[config.mk]
export PLATFORM = sky130hd
export DESIGN_NAME = g2g_front
export DESIGN_NICKNAME = d
export VERILOG_FILES = /design/src/design/g2g_pkg.sv /design/src/design/g2g_front.sv
export SDC_FILE = /design/constraint.sdc
export NUM_CORES = 1
export LEC_CHECK = 0
export BUFFER_PORTS_ARGS = -buffer_cell sky130_fd_sc_hd__clkbuf_2
export CORE_AREA = 2 2 74 147
export CTS_CLUSTER_SIZE = 12
export DETAILED_ROUTE_END_ITERATION = 8
export DIE_AREA = 0 0 76 149
export GPL_TIMING_DRIVEN = 0
export PLACE_DENSITY = 0.95
export REMOVE_ABC_BUFFERS = 1
export SYNTH_ARGS = -nofsm -noshare
export SYNTH_HDL_FRONTEND = slang
export SYNTH_SLANG_ARGS = --single-unit
[constraint.sdc]
create_clock -name clk -period 7.7 [get_ports clk]
set_clock_uncertainty 0.1 [all_clocks]
set_input_delay 1.54 -clock clk [delete_from_list [all_inputs] [get_ports clk]]
set_output_delay 1.54 -clock clk [all_outputs]
set_load 0.02 [all_outputs]
[src/design/g2g_pkg.sv]
// Shared types, widths and constants for the go-to-goal steering controller.
// Has no dependencies. Every other design file imports it.
package g2g_pkg;

	// Field widths.
	localparam int PW = 18;                 // position and goal
	localparam int HW = 15;                 // heading
	localparam int TW = 17;                 // arrival tolerance
	localparam int GW = 12;                 // gains
	localparam int LW = 19;                 // linear speed
	localparam int RW = 20;                 // turn rate

	// Internal widths of the rotation datapath.
	localparam int GUARD = 8;               // guard bits added to the vector
	localparam int XW = 30;                 // CORDIC x and y
	localparam int ZW = 24;                 // CORDIC angle, Q20
	localparam int KW = 17;                 // reciprocal gain constant

	localparam int CORDIC_STAGES_DEF = 16;
	localparam int ATAN_ENTRIES = 24;

	localparam int FIFO_DEPTH = 4;
	localparam int FIFO_PW = $clog2(FIFO_DEPTH);

	localparam logic signed [ZW-1:0] HALF_PI_Q20 = 24'sd1647099;
	localparam logic [KW-1:0] INV_GAIN_Q16 = 17'd39796;
	localparam logic [LW-1:0] LIN_MAX = 19'd524287;
	localparam logic signed [RW-1:0] TURN_MAX = 20'sd524287;
	localparam logic signed [RW-1:0] TURN_MIN = -20'sd524288;

	// Register map: index = byte address / 4.
	localparam int AW = 5;
	localparam logic [2:0] REG_GOAL_X = 3'd0;
	localparam logic [2:0] REG_GOAL_Y = 3'd1;
	localparam logic [2:0] REG_ARRIVE_TOL = 3'd2;
	localparam logic [2:0] REG_LIN_GAIN = 3'd3;
	localparam logic [2:0] REG_ANG_GAIN = 3'd4;

	localparam logic [PW-1:0] GOAL_X_RST = 18'd8192;
	localparam logic [PW-1:0] GOAL_Y_RST = 18'd8192;
	localparam logic [TW-1:0] ARRIVE_TOL_RST = 17'd41;
	localparam logic [GW-1:0] LIN_GAIN_RST = 12'd384;
	localparam logic [GW-1:0] ANG_GAIN_RST = 12'd1024;

	// One classified request waiting for the rotation pipeline.
	typedef struct packed {
		logic signed [XW-1:0] x;
		logic signed [XW-1:0] y;
		logic signed [ZW-1:0] z;
		logic signed [HW-1:0] hd;
	} item_t;

	// Settings used by the back end.
	typedef struct packed {
		logic [TW-1:0] tol;
		logic [GW-1:0] lin_gain;
		logic [GW-1:0] ang_gain;
	} back_cfg_t;

	// atan(2^-i) in Q20, rounded to nearest.
	function automatic logic signed [ZW-1:0] atan_q20(input int idx);
		logic signed [ZW-1:0] r;
		case (idx)
			0: r = 24'sd823550;
			1: r = 24'sd486170;
			2: r = 24'sd256879;
			3: r = 24'sd130396;
			4: r = 24'sd65451;
			5: r = 24'sd32757;
			6: r = 24'sd16383;
			7: r = 24'sd8192;
			8: r = 24'sd4096;
			9: r = 24'sd2048;
			10: r = 24'sd1024;
			11: r = 24'sd512;
			12: r = 24'sd256;
			13: r = 24'sd128;
			14: r = 24'sd64;
			15: r = 24'sd32;
			16: r = 24'sd16;
			17: r = 24'sd8;
			18: r = 24'sd4;
			19: r = 24'sd2;
			20: r = 24'sd1;
			default: r = '0;
		endcase
		return r;
	endfunction

endpackage

[src/design/g2g_front.sv]
// Front end: accepts pose requests, forms the goal vector and folds it into
// the right half plane. Depends on g2g_pkg.
module g2g_front
	import g2g_pkg::*;
(
	input  logic                 clk,
	input  logic                 arst_n,
	input  logic signed [PW-1:0] goal_x,
	input  logic signed [PW-1:0] goal_y,
	input  logic                 in_valid,
	output logic                 in_stall,
	input  logic signed [PW-1:0] pos_x,
	input  logic signed [PW-1:0] pos_y,
	input  logic signed [HW-1:0] heading,
	input  logic                 q_full,
	output logic                 q_push,
	output item_t                q_item
);

	logic signed [PW:0]   dx;
	logic signed [PW:0]   dy;
	logic signed [XW-1:0] xs;
	logic signed [XW-1:0] ys;
	item_t                cls;
	item_t                item_s1;
	logic                 valid_s1;
	logic                 load;

	assign dx = {goal_x[PW-1], goal_x} - {pos_x[PW-1], pos_x};
	assign dy = {goal_y[PW-1], goal_y} - {pos_y[PW-1], pos_y};
	assign xs = {{(XW-PW-1-GUARD){dx[PW]}}, dx, {GUARD{1'b0}}};
	assign ys = {{(XW-PW-1-GUARD){dy[PW]}}, dy, {GUARD{1'b0}}};

	// Vectors in the left half plane are turned by a quarter turn first.
	always_comb begin
		cls.hd = heading;
		if (xs < 0) begin
			if (ys >= 0) begin
				cls.x = ys;
				cls.y = -xs;
				cls.z = HALF_PI_Q20;
			end else begin
				cls.x = -ys;
				cls.y = xs;
				cls.z = -HALF_PI_Q20;
			end
		end else begin
			cls.x = xs;
			cls.y = ys;
			cls.z = '0;
		end
	end

	assign in_stall = valid_s1 && q_full;
	assign load = in_valid && !in_stall;
	assign q_push = valid_s1 && !q_full;
	assign q_item = item_s1;

	always_ff @(posedge clk or negedge arst_n) begin
		if (!arst_n) begin
			valid_s1 <= 1'b0;
		end else if (!in_stall) begin
			valid_s1 <= in_valid;
		end
	end

	always_ff @(posedge clk) begin
		if (load) begin
			item_s1 <= cls;
		end
	end

endmodule

==> summary.md, run 1 <==
The run finished with clean final reports. Leaving out fill and tap cells, the most frequent cell in the layout is sky130_fd_sc_hd__clkbuf_2. The tools report the register-to-register path setup slack as 5830 ps. TritonCTS built the clock tree. After floorplanning, the core was sized to cover 0.01028 mm². A synthesized cell averages 9.125 µm². The post-route worst hold slack came out at 592.8 ps. The finished cells cover 0.006735 mm². In the final routed layout, each cell accounts on average for 15.39 µm.

The transition at the pin with the smallest max-transition slack works out to 934.7 ps. For the max-capacitance violation count, the log shows 0. The clock passes through at most 2 buffers. After global routing the overflow that remains totals 0.

Summed over all cells, the static leakage comes to 3.109 nW. For the switching component of the power, the log shows 527.9 µW. Summing over every cut layer, the via total after detailed routing is 5194. The number of CTS-inserted buffers is 9, and the length of the first detailed-routing pass in iterations is 5. The routed metal-1 wire length is 5180 µm. The run gives 0 as the number of failing hold endpoints at the final stage. The placement-stage cell area was 0.006400 mm²; the proportion of layout cells with a drive suffix above 1 was 0.2865.

Number of setup violations in the final report: 0. Setup repair after global routing left no endpoint under its margin. For this design, the sink count on the clock tree is 63.

For this run, design rule violations remaining after detail routing come to 0. The run gives 618 as the instance count of the mapped netlist. The arrival time at the worst endpoint is 5400 ps. The count of buffers added on input and output ports is 175. Clock-pin slew was measured on the worst setup and hold paths at 50 ps.

The tools report the synthesis warning total as 0. The run gives 0.296 as the clock network power share. The worst setup path is captured at a register. Counting flops with a built-in enable in the synthesized netlist gives 62. In this run the worst path has a maximum fanout of 25.

In this run the critical register-to-register path is launched from valid_s1. Once the clock tree was built, the resizer swapped 0 gates to a different size. The clock tree synthesis step divided the H-tree into 3 levels. The tree is rooted in a sky130_fd_sc_hd__clkbuf_16. The number of cells on the worst reg-to-reg path is 3. Worst setup path startpoint: goal_y[0]. For the worst setup path, the data required time is 7640 ps.

The worst hold path class was reg -> reg. The worst setup path is of the in -> reg kind. The cell area that synthesis handed to floorplanning was 0.005639 mm². The number of flip-flops and latches in the synthesized netlist came out at 63.

The uppermost layer routed was met4. The final weighted congestion in routability-driven placement was 1.007. Counting distinct cell types in the post-synthesis netlist gives 77. Entering global routing, the biggest net connects 40 pins. The clock reaches the later pin of the worst-skew pair after 320 ps. The peak supply drop was 0.0001381 V. Summed over all failing endpoints, the final setup total negative slack is 0 ps. The post-synthesis sequential area ratio came out at 0.3346.

Wires add up to 13930 µm. The first global-routing pass estimated 22210 µm of wire. The routed design uses 6935 µm of met2 wire.

The area enclosed by the die boundary is 0.01132 mm², and the ratio of total power to cell area is 222.4 mW/mm². The number of global-route vias before repair was 4783. For the share of total power in combinational logic, the log shows 0.400. For this run, the leading register cell type out of synthesis is sky130_fd_sc_hd__edfxtp_1.

Timing would allow up to 183.3 MHz. The logs give 0 for the number of antenna violations at the first check in global routing and 0.3769 for the max-slew headroom at the worst pin. Relative to the synthesized area, the layout overhead comes to 19.44%. The logs give 0 for the quantity of hold-fixing buffers added after cts and 0.2433 for the aggregate global-route resource usage. The repair_antennas step left the layout with diodes totalling 0. Total number of nets in the final design: 894.

Launching element type of the critical path: an input port. The tools report the terminus of the critical flop-to-flop path as q_item[48]. Detailed-route vias per instance: 5.739. The share of synthesized flip-flops with an asynchronous set or reset was 0.01587; the number of rows created at floorplan was 53.

The tools report the initial cell density of the core as 0.5486. The number of top-level pins is 192, and the die outline height is 149 µm. The post-route minimum period is 5457 ps. The internal power of the cells totals 969.7 µW.

The number of nets with antenna violations after routing was 0. Buffers inserted during post-CTS setup optimization: 0. Power comes to 1.498 mW. The period utilization works out to 0.7087.

The first routing iteration left 395 violations. The top cell types in the final layout, fill and taps aside, are sky130_fd_sc_hd__clkbuf_2, sky130_fd_sc_hd__edfxtp_1, sky130_fd_sc_hd__a21oi_1. The fraction of power spent switching nets works out to 0.3525.

Detailed routing placed a total of 1070 µm of wire on met3. The die is 76 µm wide. The final number of max-transition violations was 0; the sequential group share of total power was 0.304. The critical path ends at q_item[61]. Detailed placement finished with a half-perimeter wire length of 10770 µm.
## cells by family (layout without fill, tap and decap cells)
| family | count (synthesis) | after routing | synth area share |
|---|---|---|---|
| compound gates | 168 | 168 | 0.1986 |
| simple gates | 164 | 164 | 0.1522 |
| buf+inv | 112 | 244 | 0.1081 |
| flops | 63 | 63 | 0.3346 |
| xor+xnor | 57 | 57 | 0.09119 |
| fa+ha+maj | 40 | 40 | 0.09141 |
| mux | 13 | 13 | 0.02330 |
| other cells | 1 | 19 | 0.0006650 |
## through the flow
| stage | utilization | instances | worst slack, ps |
|---|---|---|---|
| after global placement | 0.6164 | 887 | 1083 |
| after detailed placement | 0.6226 | 889 | 2041 |
| after floorplan | - | 575 | 1949 |
| after global routing | 0.6553 | 905 | 2025 |
| final | 0.6553 | 905 | 2243 |
| after CTS | 0.6553 | 905 | 2342 |
## power by group through the flow
| stage | Sequential [mW] | Combinational [mW] | Clock, mW |
|---|---|---|---|
| 3_3_place_gp | 0.462 | 0.560 | 0 |
| 2_1_floorplan | 0.524 | 0.355 | 0 |
| 3_5_place_dp | 0.462 | 0.580 | 0 |
| 5_1_grt | 0.459 | 0.647 | 0.460 |
| 6_report | 0.455 | 0.600 | 0.443 |
| 4_1_cts | 0.456 | 0.589 | 0.446 |
## worst min-delay path by stage
stage	slack, ps	cells after the start	to	from
after global placement	490	2	valid_s1	valid_s1
after CTS	600	2	valid_s1	valid_s1
after global routing	650	2	valid_s1	valid_s1
after detailed placement	590	2	valid_s1	valid_s1
final	590	2	valid_s1	valid_s1
after floorplan	640	2	valid_s1	valid_s1
## flip-flops by register name, indices dropped and copies added (netlist names)
name	count
q_item	62
valid_s1	1
## cell usage after synthesis, types with 2 or more instances
cell                         n  share of area
sky130_fd_sc_hd__a2111oi_0   3         0.0047
sky130_fd_sc_hd__a211o_1     2         0.0031
sky130_fd_sc_hd__a211oi_1    5         0.0067
sky130_fd_sc_hd__a21o_1     10          0.013
sky130_fd_sc_hd__a21oi_1    60          0.053
sky130_fd_sc_hd__a31oi_1    10          0.011
sky130_fd_sc_hd__and2_1      4         0.0044
sky130_fd_sc_hd__and3_1      7         0.0078
sky130_fd_sc_hd__and3b_1     2         0.0031
sky130_fd_sc_hd__and4_1      3         0.0047
sky130_fd_sc_hd__buf_2      10         0.0089
sky130_fd_sc_hd__buf_4      39          0.052
sky130_fd_sc_hd__buf_6       4         0.0080
sky130_fd_sc_hd__clkbuf_1    8         0.0053
sky130_fd_sc_hd__edfxtp_1   62           0.33
sky130_fd_sc_hd__fa_1        2         0.0071
sky130_fd_sc_hd__ha_1       38          0.084
sky130_fd_sc_hd__inv_1      50          0.033
sky130_fd_sc_hd__mux2i_1    12          0.021
sky130_fd_sc_hd__nand2_1    34          0.023
sky130_fd_sc_hd__nand2b_1    7         0.0078
sky130_fd_sc_hd__nand3_1    14          0.012
sky130_fd_sc_hd__nand3b_1    2         0.0027
sky130_fd_sc_hd__nand4_1     2         0.0022
sky130_fd_sc_hd__nor2_1     51          0.034
sky130_fd_sc_hd__nor2b_1     8         0.0089
sky130_fd_sc_hd__nor3_1      8         0.0071
sky130_fd_sc_hd__nor4_1      2         0.0022
sky130_fd_sc_hd__nor4b_1     2         0.0031
sky130_fd_sc_hd__nor4b_2     3         0.0080
sky130_fd_sc_hd__o2111a_1    3         0.0060
sky130_fd_sc_hd__o2111ai_1   6         0.0093
sky130_fd_sc_hd__o211ai_1    5         0.0067
sky130_fd_sc_hd__o21ai_0    28          0.025
sky130_fd_sc_hd__o21bai_1    2         0.0027
sky130_fd_sc_hd__o221ai_1    3         0.0047
sky130_fd_sc_hd__o31ai_1     8          0.011
sky130_fd_sc_hd__or2_2       6         0.0067
sky130_fd_sc_hd__xnor2_1    32          0.050
sky130_fd_sc_hd__xnor2_2     2         0.0058
sky130_fd_sc_hd__xor2_1     23          0.036
## cell type report
cell class | instances | area, µm²
fillers | 834 | 3543
multi-input cells | 461 | 3227
flip-flops and latches | 63 | 1887
repair buffers | 177 | 923.4
clock buffers | 13 | 270.3
inverters | 51 | 191.4
well taps | 137 | 171.4
clock inverters | 3 | 65.06
## per-layer routing
layer,GRT usage,vias up
met5,0,-
met4,0.1455,0
met3,0.04661,58
met2,0.4286,331
met1,0.2713,2339
li1,-,2466
## critical path, stage by stage
cell and delay [ps]:
sky130_fd_sc_hd__clkbuf_2 80, sky130_fd_sc_hd__inv_1 40, sky130_fd_sc_hd__ha_1 230, sky130_fd_sc_hd__fa_1 400
sky130_fd_sc_hd__nand2b_1 210, sky130_fd_sc_hd__a21oi_1 250, sky130_fd_sc_hd__o2111ai_1 210, sky130_fd_sc_hd__nand3_1 120
sky130_fd_sc_hd__and3_1 770, sky130_fd_sc_hd__clkinv_1 770, sky130_fd_sc_hd__a31oi_1 390, sky130_fd_sc_hd__xnor2_1 240
sky130_fd_sc_hd__mux2i_1 130
Note: power is estimated with default switching activity, not from simulation.
==> run 2: changes to the inputs <==
--- a/config.mk
+++ b/config.mk
@@ -5,13 +5,14 @@
 export SDC_FILE = /design/constraint.sdc
 export NUM_CORES = 1
 export LEC_CHECK = 0
+export ABC_AREA = 1
 export BUFFER_PORTS_ARGS = -buffer_cell sky130_fd_sc_hd__clkbuf_2
-export CORE_AREA = 2 2 74 147
+export CORE_AREA = 2 2 84 166
 export CTS_CLUSTER_SIZE = 12
 export DETAILED_ROUTE_END_ITERATION = 8
-export DIE_AREA = 0 0 76 149
+export DIE_AREA = 0 0 86 168
 export GPL_TIMING_DRIVEN = 0
-export PLACE_DENSITY = 0.95
+export PLACE_DENSITY = 0.88
 export REMOVE_ABC_BUFFERS = 1
 export SYNTH_ARGS = -nofsm -noshare
 export SYNTH_HDL_FRONTEND = slang
==> constraint.sdc (replaced) <==
create_clock -name clk -period 4.55 [get_ports clk]
set_clock_uncertainty 0.1 [all_clocks]
set_input_delay 0.91 -clock clk [delete_from_list [all_inputs] [get_ports clk]]
set_output_delay 0.91 -clock clk [all_outputs]
set_load 0.02 [all_outputs]
==> run 2 against run 1 <==
Compared with the run above: setup slack worse by 1700 ps; count of clock-buffer cells in the layout down 3; combinational power is 51% higher; flip-flop and latch count stayed put; clock power grew 50%; die area increased by 28%; sequential power increased by 64%; area after synthesis up 9.1%; hold slack lost 350 ps; via count up 19%; cell area up 7.3%; global-route usage fell by 3.1 points.
==> summary.md, run 2 <==
In the synthesized netlist the dominant register cell turns out to be sky130_fd_sc_hd__edfxtp_1. The number of flip-flops and latches in the synthesized netlist was 63. 0 antenna diodes ended up in the layout. By startpoint and endpoint, the worst setup path is classified as in -> reg. For the number of failing hold endpoints at the final stage, the log shows 0. Number of flip-flops under the largest register name: 62. Buffers inserted to repair hold after CTS numbered 0.

The worst setup path is launched from an input port. With fillers left out, the area of the finished cells amounts to 0.007226 mm². The logs give 0.01445 mm² for the area enclosed by the die boundary and 6046 µm for the routed metal-1 wire length.

The length of the first detailed-routing pass in iterations was 5. Yosys mapped a number of flops with a built-in enable equal to 62. In this run the core area contains 60 standard-cell rows. The endpoint identified for the worst register-to-register timing path is q_item[88].

In this run the cell area measured after placement is 0.006937 mm². Post-CTS timing repair inserted 0 buffers for setup. Entering global routing, the biggest net connects 63 pins. Counting instances in the post-synthesis netlist gives the leading cell types as sky130_fd_sc_hd__nand2_1, sky130_fd_sc_hd__inv_1, sky130_fd_sc_hd__nand3_1.

The flow ran to the end, and the final reports show no timing, DRC or antenna violations. Summed over all cells, the static leakage comes to 4.121 nW. The final layout contains routed wiring with a total length of 15260 µm. Across the run, the number of max-cap violations was 0. In the post-synthesis netlist, the biggest area contributors are sky130_fd_sc_hd__edfxtp_1, sky130_fd_sc_hd__nand2_1, sky130_fd_sc_hd__inv_1. The HPWL after detailed placement is 12470 µm. The average wire length per cell after detail routing works out to 12.30 µm. Leaving out fill and tap cells, the most frequent cell in the layout is sky130_fd_sc_hd__nand2_1. The post-route minimum period is 4021 ps, and the layout-stage area growth over the synthesis result is 17.43%. Using the TritonRoute via totals, the vias-per-cell ratio works out to 4.969. Number of antenna violations at the first check in global routing: 0. The tools report the arrival time at the worst endpoint as 3970 ps.

The most common cell in the synthesized netlist is sky130_fd_sc_hd__nand2_1. The clock net sink count came out at 63. The number of global-route vias before repair came out at 5792. For the aggregate global-route resource usage, the log shows 0.2124. The logs give 1240 for the non-filler instance count after layout and 0 for the number of nets with antenna violations after routing. Clock transition at the register clock pins on the worst setup and hold paths after CTS: 50 ps. The share of synthesized flip-flops with an asynchronous set or reset came out at 0.01587. The routed layout has 6161 vias. The tightest min-delay check is of the in -> async type. The number of gates given a new drive strength after cts was 0; the total power was 2.316 mW. The final layout contains 1211 nets. The post-synthesis sequential area ratio was 0.3066; the period utilization was 0.8836.

Clock tree synthesis selected as its root buffer the cell sky130_fd_sc_hd__clkbuf_16. For the max-slew headroom at the worst pin, the log shows 0.3052. The total instance count after detailed placement is 1224, and the number of setup violations in the final report is 0. In this run, CTS created clock tree buffers numbering 9. In this run the tool buffered the top-level ports with 175 buffer cells. The Yosys step of the flow raised 0 warnings. The proportion of layout cells with a drive suffix above 1 was 0.2028; the register-to-register path setup slack was 2660 ps.

The highest metal layer carrying signal wires in the routed design is met4. The depth of the worst register-to-register path was 4. TritonCTS built the clock tree. Derived from the worst setup path, the maximum achievable clock frequency is 248.7 MHz.

The library cells used most frequently in the layout, excluding fill and tap cells, are sky130_fd_sc_hd__nand2_1, sky130_fd_sc_hd__clkbuf_2, sky130_fd_sc_hd__inv_1. The core region is 0.01329 mm². The die outline height is 168 µm.

The detailed-routed wire length on met3 is 1137 µm. sky130_fd_sc_hd__edfxtp_1 takes more of the synthesized area than any other cell. The required time of the critical path is 4500 ps, and the mean instance size in the synthesized netlist is 6.638 µm².

At the end of routability-driven placement, the weighted congestion stood at 0.8695. The peak supply drop was 0.0002181 V; the ratio of total power to cell area was 320.6 mW/mm². The logs give 0.006153 mm² for the summed instance area of the synthesized netlist and 299 for the DRC marker count from the first detailed-route iteration. In this run the critical register-to-register path is launched from valid_s1. Setup repair after global routing left no endpoint under its margin. In the routed design, unresolved DRC markers number 0. In this run the worst path has a maximum fanout of 62. The first global-routing pass estimated 25240 µm of wire.

Insertion delay of the later-clocked pin in the worst-skew pair: 330 ps. STA classifies the critical path endpoint as a register. The H-tree was split into 3 levels. The total overflow left after global routing is 0. The total length of routed met2 wires came out at 7858 µm. The number of library cell types mapped by synthesis is 38, and the final number of max-transition violations is 0. The transition at the pin with the smallest max-transition slack was 1039 ps; the share of the synthesized area in the top cell type was 0.3026. The run gives 0.4631 as the initial cell density of the core. The number of top-level pins was 192; the width of the die was 86 µm. Synthesis produced 927 cells. The maximum buffer depth of the clock tree came out at 2.
[run 2: cell count changes after synthesis, sizes merged, moves of 10 or more]
cell	before	now
a21o	10	0
a21oi	60	26
inv	50	176
mux2i	12	0
nand2	34	328
nand3	14	90
nand4	2	16
xnor2	34	1
xor2	23	5
[run 2: kinds of logic (layout without fill, tap and decap cells)]
kind of cell	after synthesis	count (layout)	share of synthesized area
adders and majority gates	40	40	0.08377
buffers and inverters	228	368	0.1694
AOI/OAI and AO/OA	74	74	0.06751
and+or+nand+nor	515	515	0.3623
DFF	63	63	0.3066
other	1	19	0.0006094
xor gates and xnor gates	6	6	0.009760
[run 2: per-stage QoR]
| step | setup slack, ps | hold slack [ps] | TNS (ps) | util |
|---|---|---|---|---|
| global placement | -745.8 | 365.9 | -46080 | 0.5200 |
| CTS | 567.6 | 229.7 | 0 | 0.5438 |
| floorplan | 263.4 | 355.7 | 0 | - |
| global route | 202.6 | 234.3 | 0 | 0.5438 |
| detailed placement | 209.9 | 397.7 | 0 | 0.5220 |
| finish | 529.5 | 244.0 | 0 | 0.5438 |
[run 2: power breakdown]
part,internal [mW],switching [mW],total (mW)
clock network,0.421,0.243,0.665
registers,0.726,0.0192,0.745
logic,0.290,0.617,0.906
[run 2: worst max-delay path: stages]
cell                       delay [ps]
sky130_fd_sc_hd__clkbuf_2          80
sky130_fd_sc_hd__inv_1             50
sky130_fd_sc_hd__ha_1             130
sky130_fd_sc_hd__inv_1             80
sky130_fd_sc_hd__fa_1             490
sky130_fd_sc_hd__nand3_1          130
sky130_fd_sc_hd__nand2_1           80
sky130_fd_sc_hd__nand2_1          100
sky130_fd_sc_hd__nand2_1          100
sky130_fd_sc_hd__nand2_1          100
sky130_fd_sc_hd__nand2_1           50
sky130_fd_sc_hd__nand2_1           80
sky130_fd_sc_hd__nand2_1           60
sky130_fd_sc_hd__nand2_2          760
sky130_fd_sc_hd__inv_1            450
sky130_fd_sc_hd__a21oi_1          230
sky130_fd_sc_hd__a22oi_1           90
[run 2: how the worst max path moves through the flow]
stage	slack [ps]	depth (start not counted)	end	from
2_1_floorplan	260	3	q_item[0]	q_full
3_3_place_gp	-750	4	q_item[60]	q_full
3_5_place_dp	210	17	q_item[83]	goal_x[0]
4_1_cts	570	17	q_item[83]	goal_x[0]
5_1_grt	200	17	q_item[83]	goal_x[0]
6_report	530	17	q_item[83]	goal_x[0]
[run 2: area by class of cell]
type                       instances  area (µm²)
fill                            1288        6062
multi-input combinational        654        3299
tap                              155       193.9
clock buffer                      10       229.0
inverter                         176       660.6
sequential                        63        1887
timing repair buffer             176       895.9
clock inverter                     6       60.06
[run 2: layer usage]
layer,global-route usage,vias to the layer above
li1,-,3200
met1,0.2425,2704
met2,0.3913,236
met3,0.04902,21
met4,0.04969,0
met5,0,-
==> run 3: changes to the inputs <==
--- a/config.mk
+++ b/config.mk
@@ -7,12 +7,12 @@
 export LEC_CHECK = 0
 export ABC_AREA = 1
 export BUFFER_PORTS_ARGS = -buffer_cell sky130_fd_sc_hd__clkbuf_2
-export CORE_AREA = 2 2 84 166
-export CTS_CLUSTER_SIZE = 12
+export CORE_AREA = 2 2 83 164
+export CTS_BUF_LIST = sky130_fd_sc_hd__clkbuf_8
 export DETAILED_ROUTE_END_ITERATION = 8
-export DIE_AREA = 0 0 86 168
+export DIE_AREA = 0 0 85 166
 export GPL_TIMING_DRIVEN = 0
-export PLACE_DENSITY = 0.88
+export PLACE_DENSITY = 0.89
 export REMOVE_ABC_BUFFERS = 1
 export SYNTH_ARGS = -nofsm -noshare
 export SYNTH_HDL_FRONTEND = slang
==> run 3 against run 2 <==
Compared with the run above: clock power down 31%; setup slack better by 150 ps; total power down 8.0%; routed wire length up 5.4%; via count up 1.9%; non-clock buffer count unchanged; die area down 2.3%; combinational power up 2.3%; flip-flop and latch count unchanged; hold slack about the same; count of clock-buffer cells in the layout down 1.
==> summary.md, run 3 (synthesized netlist as in run 2, its figures left out) <==
The run finished with clean final reports. STA classifies the critical path startpoint as an input port. The logs give 0.3859 for the max-slew headroom at the worst pin and 1211 for the total number of nets in the final design. The number of failing hold endpoints at the final stage was 0; the detailed-route vias per instance was 5.074. The average wire length per cell after detail routing is 13.00 µm, and the area enclosed by the die boundary is 0.01411 mm². For the switching component of the power, the log shows 866.3 µW. Data on the critical path is required at its endpoint by 4490 ps. The critical path goes through clkbuf_2, inv_1, ha_1, inv_1, fa_1, nand3_1, nand2_1, nand2_1, nand2_1, nand2_1, nand2_1, nand2_1, nand2_1, nand2_4, inv_1, a21oi_1, a22oi_1. Setup repair after global routing left no endpoint under its margin.

The max-capacitance violation count came out at 0. The critical path class was in -> reg. The sequential group share of total power came out at 0.349. Together, buffers and inverters on the worst path number 4. Input and output buffers added on the ports amount to 175. The maximum number of pins on one net before global-route repair is 63. The top cell family by delay on the critical path was simple AND/OR/NAND/NOR gates. Counting tap cells, the placed design contains a total of 1221 instances.

Detailed placement finished with a half-perimeter wire length of 13270 µm. The internal portion of the total power is 1.264 mW. The highest cell delay on the worst timing path is 480 ps. The number of top-level pins was 192; the clock network power share was 0.216. The first global-routing pass estimated 25810 µm of wire. In the routed design, unresolved DRC markers number 0.

The tools report the terminus of the critical flop-to-flop path as q_item[5]. In this run the critical register-to-register path is launched from valid_s1. The number of antenna violations at the first check in global routing is 0. The later pin in the worst-skew pair is clocked with a latency of 330 ps. For the peak supply drop, the log shows 0.0002706 V. The run gives 258.6 MHz as the peak clock frequency supported by timing.

The register with the most flip-flops in the layout has 62 of them. The library cells used most frequently in the layout, excluding fill and tap cells, are sky130_fd_sc_hd__nand2_1, sky130_fd_sc_hd__inv_1, sky130_fd_sc_hd__clkbuf_2. On the final layout, the worst hold slack is 243.9 ps.

The period utilization is 0.8499, and the fraction of power spent switching nets is 0.4067. The logs give 5774 for the number of global-route vias before repair and 2600 ps for the register-to-register path setup slack. In this run the horizontal extent of the chip is 85 µm. STA classifies the critical path endpoint as a register. The worst register-to-register path has a depth of 4.

For this block, the initial DRC count from the detailed router was 382. Static power due to leakage: 4.082 nW. After clock tree synthesis, the clock-pin slew on the worst setup and hold paths is 70 ps. The logs give 0 for the final number of max-transition violations and 3 for the maximum level of the CTS H-tree.

The min-delay analysis places its worst path in the category in -> async. The final weighted congestion in routability-driven placement is 0.9307. The share of total power in combinational logic is 0.435, and the core area is 0.01292 mm². For the number of antenna repair diodes, the log shows 0.

Subtracting the final worst setup slack from the clock period gives 3867 ps. Proportion of layout cells with a drive suffix above 1: 0.2037. Clock tree synthesis selected as its root buffer the cell sky130_fd_sc_hd__clkbuf_8. The total congestion overflow after global routing is 0. For this run, the detailed router's first-pass iteration total came to 5. TritonCTS built the clock tree.

The logs give 0 for the number of nets with antenna violations after routing and 6276 for the routed via count. The aggregate global-route resource usage is 0.2241. The tools report the number of CTS-inserted buffers as 9. Relative to the synthesized area, the layout overhead comes to 15.82%. For the pin with the worst max-slew slack, the measured transition is 919.0 ps. The floorplan step set the die height to 166 µm. No sink is reached through more buffers than the 2 on the longest clock path. In this design, the critical path's most frequently occurring cell is sky130_fd_sc_hd__nand2_1. Setup violations remaining at the end of the flow were counted as 0. After clock tree synthesis, the setup repair step added 0 buffers. After clock tree synthesis, the flow added hold-fix buffers numbering 0.

Standard cell with the maximum stage delay on the critical path: sky130_fd_sc_hd__fa_1. The clock net in this run drives a total of 63 sinks. For the aggregate routed wire length, the log shows 16080 µm. The run gives 0.4763 as the initial cell density of the core. Dividing total power by cell area gives a power density of 298.9 mW/mm². Row generation in the floorplan step produced 59 rows. The filler cells instantiated in the layout total 1267.

The number of gates given a new drive strength after cts was 0; the critical-path maximum fanout was 62. Once layout is complete, the cells apart from fillers number 1237. For the arrival time at the worst endpoint, the log shows 3800 ps. The most common cell after layout, fill and taps aside was sky130_fd_sc_hd__nand2_1.
run 3: cell count changes in the layout (fill, tap and decap cells not counted), sizes merged:
| cell | previous run | this run |
|---|---|---|
| clkinv | 3 | 4 |
| clkbuf | 185 | 184 |
run 3: worst register-to-register path: cells and delay by family, from the launching register on:
| kind | cells | cell delay, ps |
|---|---|---|
| buffers and inverters | 2 | 360 |
| flip-flops | 1 | 390 |
| AND/OR/NAND/NOR | 2 | 780 |
run 3: cell type report:
class	count	area (µm²)	share of cell area
Clock buffer	9	123.9	0.01738
Clock inverter	7	65.06	0.009129
Inverter	176	660.6	0.09270
Multi-Input combinational cell	654	3304	0.4637
Sequential cell	63	1887	0.2647
Tap cell	152	190.2	0.02669
Timing Repair Buffer	176	895.9	0.1257
run 3: worst max path at each step:
stage                         start          to  slack, ps  depth (start not counted)
after floorplan              q_full   q_item[0]        260                          3
after global placement       q_full  q_item[90]       -530                          4
after detailed placement  goal_x[0]  q_item[83]         40                         17
after CTS                 goal_x[0]  q_item[83]        350                         17
after global routing      goal_x[0]  q_item[83]        420                         17
final                     goal_x[0]  q_item[83]        680                         17
run 3: layer usage:
layer	share of wire	track usage	vias to the layer above	wire length (µm)
li1	-	-	3183	-
met1	0.35	0.2257	2801	5584
met2	0.56	0.4423	251	9086
met3	0.050	0.01740	41	806
met4	0.038	0.1070	0	604
met5	0	0	-	0
run 3: through the flow:
stage	setup TNS [ps]	worst slack, ps	total power [mW]	area [µm²]	utilization
after detailed placement	0	37.48	1.670	6933	0.5367
after global routing	0	416.2	2.263	7127	0.5517
after global placement	-32720	-531.5	1.646	6905	0.5345
after floorplan	0	263.4	1.394	5839	-
after CTS	0	346.3	2.127	7122	0.5513
final	0	683.0	2.130	7127	0.5517
run 3: power groups by stage:
stage / Sequential (mW) / Clock [mW] / Combinational (mW)
2_1_floorplan: 0.851 / 0 / 0.544
3_3_place_gp: 0.757 / 0 / 0.889
3_5_place_dp: 0.757 / 0 / 0.913
4_1_cts: 0.745 / 0.463 / 0.919
5_1_grt: 0.750 / 0.485 / 1.03
6_report: 0.744 / 0.459 / 0.927
